--- src/hw/rtl/mhdd_pkg.sv ---
// types, constants and code table for the morse hex digit decoder
`timescale 1ns / 1ps

package mhdd_pkg;

    localparam int unsigned WIDTH_W   = 22;
    localparam int unsigned MAX_SYM   = 5;
    localparam int unsigned COUNT_W   = 3;
    localparam int unsigned CODE_CNT  = 16;
    localparam int unsigned HEX_W     = 4;
    localparam int unsigned CFG_IDX_W = 2;

    localparam logic [CFG_IDX_W-1:0] REG_DOT_MIN    = 2'd0;
    localparam logic [CFG_IDX_W-1:0] REG_DOT_DASH   = 2'd1;
    localparam logic [CFG_IDX_W-1:0] REG_DASH_MAX   = 2'd2;

    localparam logic [WIDTH_W-1:0] RST_DOT_MIN  = 22'd30000;
    localparam logic [WIDTH_W-1:0] RST_DOT_DASH = 22'd200000;
    localparam logic [WIDTH_W-1:0] RST_DASH_MAX = 22'd400000;

    typedef enum logic [1:0] {
        SYM_EMPTY = 2'd0,
        SYM_DOT   = 2'd1,
        SYM_DASH  = 2'd2,
        SYM_BAD   = 2'd3
    } t_sym;

    typedef t_sym t_code [MAX_SYM];

    typedef struct packed {
        logic [WIDTH_W-1:0] dot_min;
        logic [WIDTH_W-1:0] dot_dash;
        logic [WIDTH_W-1:0] dash_max;
    } t_cfg;

    typedef struct packed {
        logic             hit;
        logic [HEX_W-1:0] hex;
    } t_match;

    // standard codes for 0-9 and A-F, padded with empty
    localparam t_code CODE_TABLE [CODE_CNT] = '{
        '{SYM_DASH,  SYM_DASH,  SYM_DASH,  SYM_DASH,  SYM_DASH },
        '{SYM_DOT,   SYM_DASH,  SYM_DASH,  SYM_DASH,  SYM_DASH },
        '{SYM_DOT,   SYM_DOT,   SYM_DASH,  SYM_DASH,  SYM_DASH },
        '{SYM_DOT,   SYM_DOT,   SYM_DOT,   SYM_DASH,  SYM_DASH },
        '{SYM_DOT,   SYM_DOT,   SYM_DOT,   SYM_DOT,   SYM_DASH },
        '{SYM_DOT,   SYM_DOT,   SYM_DOT,   SYM_DOT,   SYM_DOT  },
        '{SYM_DASH,  SYM_DOT,   SYM_DOT,   SYM_DOT,   SYM_DOT  },
        '{SYM_DASH,  SYM_DASH,  SYM_DOT,   SYM_DOT,   SYM_DOT  },
        '{SYM_DASH,  SYM_DASH,  SYM_DASH,  SYM_DOT,   SYM_DOT  },
        '{SYM_DASH,  SYM_DASH,  SYM_DASH,  SYM_DASH,  SYM_DOT  },
        '{SYM_DOT,   SYM_DASH,  SYM_EMPTY, SYM_EMPTY, SYM_EMPTY},
        '{SYM_DASH,  SYM_DOT,   SYM_DOT,   SYM_DOT,   SYM_EMPTY},
        '{SYM_DASH,  SYM_DOT,   SYM_DASH,  SYM_DOT,   SYM_EMPTY},
        '{SYM_DASH,  SYM_DOT,   SYM_DOT,   SYM_EMPTY, SYM_EMPTY},
        '{SYM_DOT,   SYM_EMPTY, SYM_EMPTY, SYM_EMPTY, SYM_EMPTY},
        '{SYM_DOT,   SYM_DOT,   SYM_DASH,  SYM_DOT,   SYM_EMPTY}
    };

endpackage

--- src/hw/rtl/morse_hex_digit_decoder_core.sv ---
// morse hex digit decoder: input register, symbol store, code match, result register
// a gap transfer reaches the output through the input register and then the result register
// throughput: one transfer per cycle; a gap waits in the input register while the result
//   register is full and not read, and holds off the next transfer meanwhile
// reset: synchronous active low; clears the store, count, overflow flag, valids
//   and loads the default width bounds
`timescale 1ns / 1ps

module morse_hex_digit_decoder_core (
    input  logic                               i_clk,
    input  logic                               i_rst_n,
    input  logic                               i_cfg_we,
    input  logic [mhdd_pkg::CFG_IDX_W-1:0]     i_cfg_idx,
    input  logic [mhdd_pkg::WIDTH_W-1:0]       i_cfg_data,
    input  logic                               i_in_valid,
    output logic                               o_in_ready,
    input  logic                               i_command,
    input  logic [mhdd_pkg::WIDTH_W-1:0]       i_mark_width_us,
    output logic                               o_out_valid,
    input  logic                               i_out_ready,
    output logic [mhdd_pkg::HEX_W-1:0]         o_hex_value,
    output logic                               o_decode_error
);
    import mhdd_pkg::*;

    t_cfg               r_cfg;
    logic               r_in_valid;
    logic               r_in_cmd;
    logic [WIDTH_W-1:0] r_in_width;
    t_sym               r_store [MAX_SYM];
    logic [COUNT_W-1:0] r_count;
    logic               r_ovf;
    logic               r_out_valid;
    logic [HEX_W-1:0]   r_hex;
    logic               r_err;

    t_sym   cls_sym;
    t_match match;
    logic   out_free;
    logic   consume;
    logic   is_mark;
    logic   is_gap;
    logic   n_err;

    mhdd_classify u_classify (
        .i_cfg   (r_cfg),
        .i_width (r_in_width),
        .o_sym   (cls_sym)
    );

    mhdd_match u_match (
        .i_store (r_store),
        .o_match (match)
    );

    assign out_free   = !r_out_valid || i_out_ready;
    assign consume    = r_in_valid && (!r_in_cmd || out_free);
    assign is_mark    = consume && !r_in_cmd;
    assign is_gap     = consume && r_in_cmd;
    assign o_in_ready = !r_in_valid || consume;
    assign n_err      = r_ovf || (r_count == '0) || !match.hit;

    // config registers
    always_ff @(posedge i_clk) begin
        if (!i_rst_n) begin
            r_cfg.dot_min  <= RST_DOT_MIN;
            r_cfg.dot_dash <= RST_DOT_DASH;
            r_cfg.dash_max <= RST_DASH_MAX;
        end else if (i_cfg_we) begin
            unique case (i_cfg_idx)
                REG_DOT_MIN:  r_cfg.dot_min  <= i_cfg_data;
                REG_DOT_DASH: r_cfg.dot_dash <= i_cfg_data;
                REG_DASH_MAX: r_cfg.dash_max <= i_cfg_data;
                default:      ;
            endcase
        end
    end

    // input register
    always_ff @(posedge i_clk) begin
        if (!i_rst_n) begin
            r_in_valid <= 1'b0;
        end else if (o_in_ready) begin
            r_in_valid <= i_in_valid;
        end
    end

    always_ff @(posedge i_clk) begin
        if (i_in_valid && o_in_ready) begin
            r_in_cmd   <= i_command;
            r_in_width <= i_mark_width_us;
        end
    end

    // symbol store
    for (genvar i = 0; i < MAX_SYM; i++) begin : g_store
        always_ff @(posedge i_clk) begin
            if (!i_rst_n || is_gap) begin
                r_store[i] <= SYM_EMPTY;
            end else if (is_mark && (r_count == COUNT_W'(i))) begin
                r_store[i] <= cls_sym;
            end
        end
    end

    always_ff @(posedge i_clk) begin
        if (!i_rst_n || is_gap) begin
            r_count <= '0;
            r_ovf   <= 1'b0;
        end else if (is_mark) begin
            if (r_count < COUNT_W'(MAX_SYM)) begin
                r_count <= r_count + COUNT_W'(1);
            end else begin
                r_ovf <= 1'b1;
            end
        end
    end

    // result register
    always_ff @(posedge i_clk) begin
        if (!i_rst_n) begin
            r_out_valid <= 1'b0;
        end else if (is_gap) begin
            r_out_valid <= 1'b1;
        end else if (i_out_ready) begin
            r_out_valid <= 1'b0;
        end
    end

    always_ff @(posedge i_clk) begin
        if (is_gap) begin
            r_err <= n_err;
            r_hex <= n_err ? '0 : match.hex;
        end
    end

    assign o_out_valid    = r_out_valid;
    assign o_hex_value    = r_hex;
    assign o_decode_error = r_err;

endmodule

--- src/hw/rtl/mhdd_classify.sv ---
// mark width classifier: dot, dash or bad
`timescale 1ns / 1ps

module mhdd_classify (
    input  mhdd_pkg::t_cfg                     i_cfg,
    input  logic [mhdd_pkg::WIDTH_W-1:0]       i_width,
    output mhdd_pkg::t_sym                     o_sym
);
    import mhdd_pkg::*;

    always_comb begin
        if ((i_width > i_cfg.dot_min) && (i_width < i_cfg.dot_dash)) begin
            o_sym = SYM_DOT;
        end else if ((i_width > i_cfg.dot_dash) && (i_width < i_cfg.dash_max)) begin
            o_sym = SYM_DASH;
        end else begin
            o_sym = SYM_BAD;
        end
    end

endmodule

--- src/hw/rtl/mhdd_match.sv ---
// exact match of the symbol store against the hex code table
`timescale 1ns / 1ps

module mhdd_match (
    input  mhdd_pkg::t_sym   i_store [mhdd_pkg::MAX_SYM],
    output mhdd_pkg::t_match o_match
);
    import mhdd_pkg::*;

    logic [CODE_CNT-1:0] eq;

    always_comb begin
        for (int k = 0; k < CODE_CNT; k++) begin
            eq[k] = 1'b1;
            for (int j = 0; j < MAX_SYM; j++) begin
                if (i_store[j] != CODE_TABLE[k][j]) begin
                    eq[k] = 1'b0;
                end
            end
        end
    end

    always_comb begin
        o_match.hit = |eq;
        o_match.hex = '0;
        for (int k = CODE_CNT - 1; k >= 0; k--) begin
            if (eq[k]) begin
                o_match.hex = HEX_W'(k);
            end
        end
    end

endmodule
--- config.mk ---
export PLATFORM = sky130hd
export DESIGN_NAME = morse_hex_digit_decoder_core
export DESIGN_NICKNAME = d
export VERILOG_FILES = /design/src/hw/rtl/mhdd_pkg.sv /design/src/hw/rtl/morse_hex_digit_decoder_core.sv /design/src/hw/rtl/mhdd_classify.sv /design/src/hw/rtl/mhdd_match.sv
export SDC_FILE = /design/constraint.sdc
export NUM_CORES = 1
export LEC_CHECK = 0
export ABC_AREA = 1
export BUFFER_PORTS_ARGS = -buffer_cell sky130_fd_sc_hd__buf_2
export CORE_MARGIN = 5
export CORE_UTILIZATION = 59
export CTS_CLUSTER_DIAMETER = 100
export DETAILED_ROUTE_END_ITERATION = 12
export GPL_ROUTABILITY_DRIVEN = 1
export PLACE_DENSITY = 0.84
export SLEW_MARGIN = 25
export SYNTH_ARGS = -nofsm -noshare
export SYNTH_HDL_FRONTEND = slang
export SYNTH_SLANG_ARGS = --single-unit
--- constraint.sdc ---
create_clock -name i_clk -period 2.6 [get_ports i_clk]
set_input_delay 0 -clock i_clk [delete_from_list [all_inputs] [get_ports i_clk]]
set_output_delay 0 -clock i_clk [all_outputs]
set_load 0.01 [all_outputs]
==> impl_metrics.yaml <==
placed_design:
  place_ws_ps: 711
  dp_hpwl_um: 10300
  io_buffers: 58
  place.gp.congestion: 0.890
  dp.cells: 929
timing:
  setup-tns-final_ps: 0
  rsz0062_at_grt: "no"
  relSlewSlack: 0.371
  hold_viol: 0
  worstMarginPinSlew_ps: 942
  fin_crit_ps: 1920
  skew_ps: 9.04
  fin_ws_ps: 682
  setup_violations: 0
  slew_violations: 0
  fin_crit_sh: 0.738
  fmax_mhz: 521
worst_setup_path:
  worstRegToRegCells: 8
  critPathCaptureType: "flop"
  startpoint_type: "flop"
  path_max_fanout: 5
  worst-setup-path-type: "reg -> reg"
  crit_arrival_ps: 2160
  required_ps: 2850
synth:
  synth-warning-count: 0
  ys_ff_latch: 110
  ys_types: 27
  yosysTopAreaCell: "dfxtp_1"
  seq_area_frac_synth: 0.418
  synth_top_area_frac: 0.276
  syn_nets: 875
  netlist_area_um2: 5940
  syn_inst: 753
  avgSynthCellArea_um2: 7.89
  yosys-top-cells-area: "dfxtp_1, ha_1, edfxtp_1, inv_1, nand2_1"
drt:
  vias: 5335
  wl_per_cell_um: 14.4
  routed_via_density: 5.37
  dr.pass1.iters: 6
  wl_um: 14300
  drt_iter0_drc: 356
  drtAntennaViolNets: 0
  drc_errors: 0
final_layout:
  diodes: 0
  syn_to_final_growth_pct: 18.4
  fin_cells: 993
  nets: 977
  layout_common_cells: "inv_1, nand2_1, dfxtp_1"
  final_util: 0.716
  layout-drive-gt1-share: 0.121
  final_common_cell: "inv_1"
clock_tree:
  cts_buffers: 9
  root_buffer: "clkbuf_8"
  hold_buffers: 48
  cts_max_level: 3
  clkTransAtPathRegs_ps: 100
  clock-sinks: 110
  cts_tree: "yes"
  clockBufferDepth: 2
  insertion_delay_ps: 370
  cts-resized-gates: 0
  postCtsSetupBuffers: 0
grt:
  busiest_layer: "met2"
  grt_max_degree: 67
  grt_overflow: 0
  grt_use_met1: 0.307
  grt_pass1_wl_um: 23900
  globalRouteMet2Util: 0.432
  antenna_found_initial: 0
  grt_pass1_vias: 5294
  met3_usage: 0.0460
  track_usage: 0.250
pwr:
  ir_drop_v: 0.000344
  leakage_nw: 3.24
  power_density_nw_per_um2: 490
  p_total_w: 0.00345
  p_sw_w: 0.000928
  seqPwrFrac: 0.544
  p_int_w: 0.00252
  p_clk_frac: 0.294
  p_comb_frac: 0.161
  p_sw_frac: 0.269
hold_path:
  hp-class: "in -> reg"
  holdPathStages: 4
floorplan:
  fp.dieArea_um2: 12200
  die_y_um: 110
  die_x_um: 110
  rows: 36
  start_util: 0.605
  coreArea_um2: 9820
  ios: 59
status:
  status: "finished clean"
run:
  cap_viol_max_count: 0
path summary, 6_finish.rpt:
kind	startpoint	endpoint	slack (ps)
setup / recovery	r_in_width[21]	r_store[5]	680
hold / removal	i_cfg_idx[1]	r_cfg[28]	150
setup reg to reg	r_in_width[21]	r_store[5]	680
hold reg to reg	r_cfg[3]	r_cfg[3]	470
critical path: stages, from the launching register on:
cell and delay (ps):
edfxtp_1 450, ha_1 350, nand4_1 230, nor2_1 200, nand3_1 80, nor2_1 110, nor2_1 60, nor2_2 190
a21oi_1 120
logic make-up (layout without fill, tap and decap cells):
kind of cell / after synthesis / in the layout / share of synthesized area
buffers and inverters: 153 / 260 / 0.0967
DFF: 110 / 110 / 0.418
AOI/OAI and AO/OA: 172 / 172 / 0.157
adders and majority gates: 70 / 70 / 0.147
and+or+nand+nor: 248 / 248 / 0.181
area by class of cell:
| type | instances | area (um2) |
|---|---|---|
| clock inverter | 5 | 60.1 |
| tap | 133 | 166 |
| fill | 771 | 2790 |
| multi-input combinational | 490 | 2890 |
| inverter | 133 | 499 |
| timing repair buffer | 111 | 808 |
| clock buffer | 11 | 131 |
| sequential | 110 | 2480 |
metal layers:
metal,up-vias,share of wire,wire (um)
met2,214,0.50,7110
met5,-,0,0
li1,2660,-,-
met4,0,0.028,403
met3,40,0.067,965
met1,2421,0.41,5830
power groups by stage:
stage	Clock, W	Combinational (W)	Sequential (W)
5_1_grt	0.00110	0.000634	0.00188
4_1_cts	0.00103	0.000549	0.00187
2_1_floorplan	0	0.000329	0.00190
3_5_place_dp	0	0.000488	0.00191
3_3_place_gp	0	0.000461	0.00191
6_report	0.00101	0.000556	0.00188
per-stage QoR:
| stage | area [um2] | hold slack, ps |
|---|---|---|
| after global placement | 6360 | 177 |
| after detailed placement | 6360 | 178 |
| after CTS | 7030 | 136 |
| after floorplan | 5940 | 98.9 |
| after global routing | 7030 | 156 |
| final | 7030 | 153 |
synth_stat cells, drive strengths merged:
library cell / n
inv: 133
o211ai: 21
clkbuf: 19
edfxtp: 28
nand2: 125
and2: 1
nor3: 1
buf: 1
nor4: 1
o21ai: 65
dfxtp: 82
a211oi: 1
ha: 70
and3: 1
nand4: 7
nor2: 88
a21oi: 79
o21bai: 3
nand3: 24
a21o: 3
sequential cells by signal, indices dropped and copies added, names as in the netlist:
| name | cells |
|---|---|
| o_decode_error | 1 |
| o_hex_value | 4 |
| o_out_valid | 1 |
| r_cfg | 66 |
| r_count | 3 |
| r_in_cmd | 1 |
| r_in_valid | 1 |
| r_in_width | 22 |
| r_ovf | 1 |
| r_store | 10 |
Power figures use the tool's default switching activity.
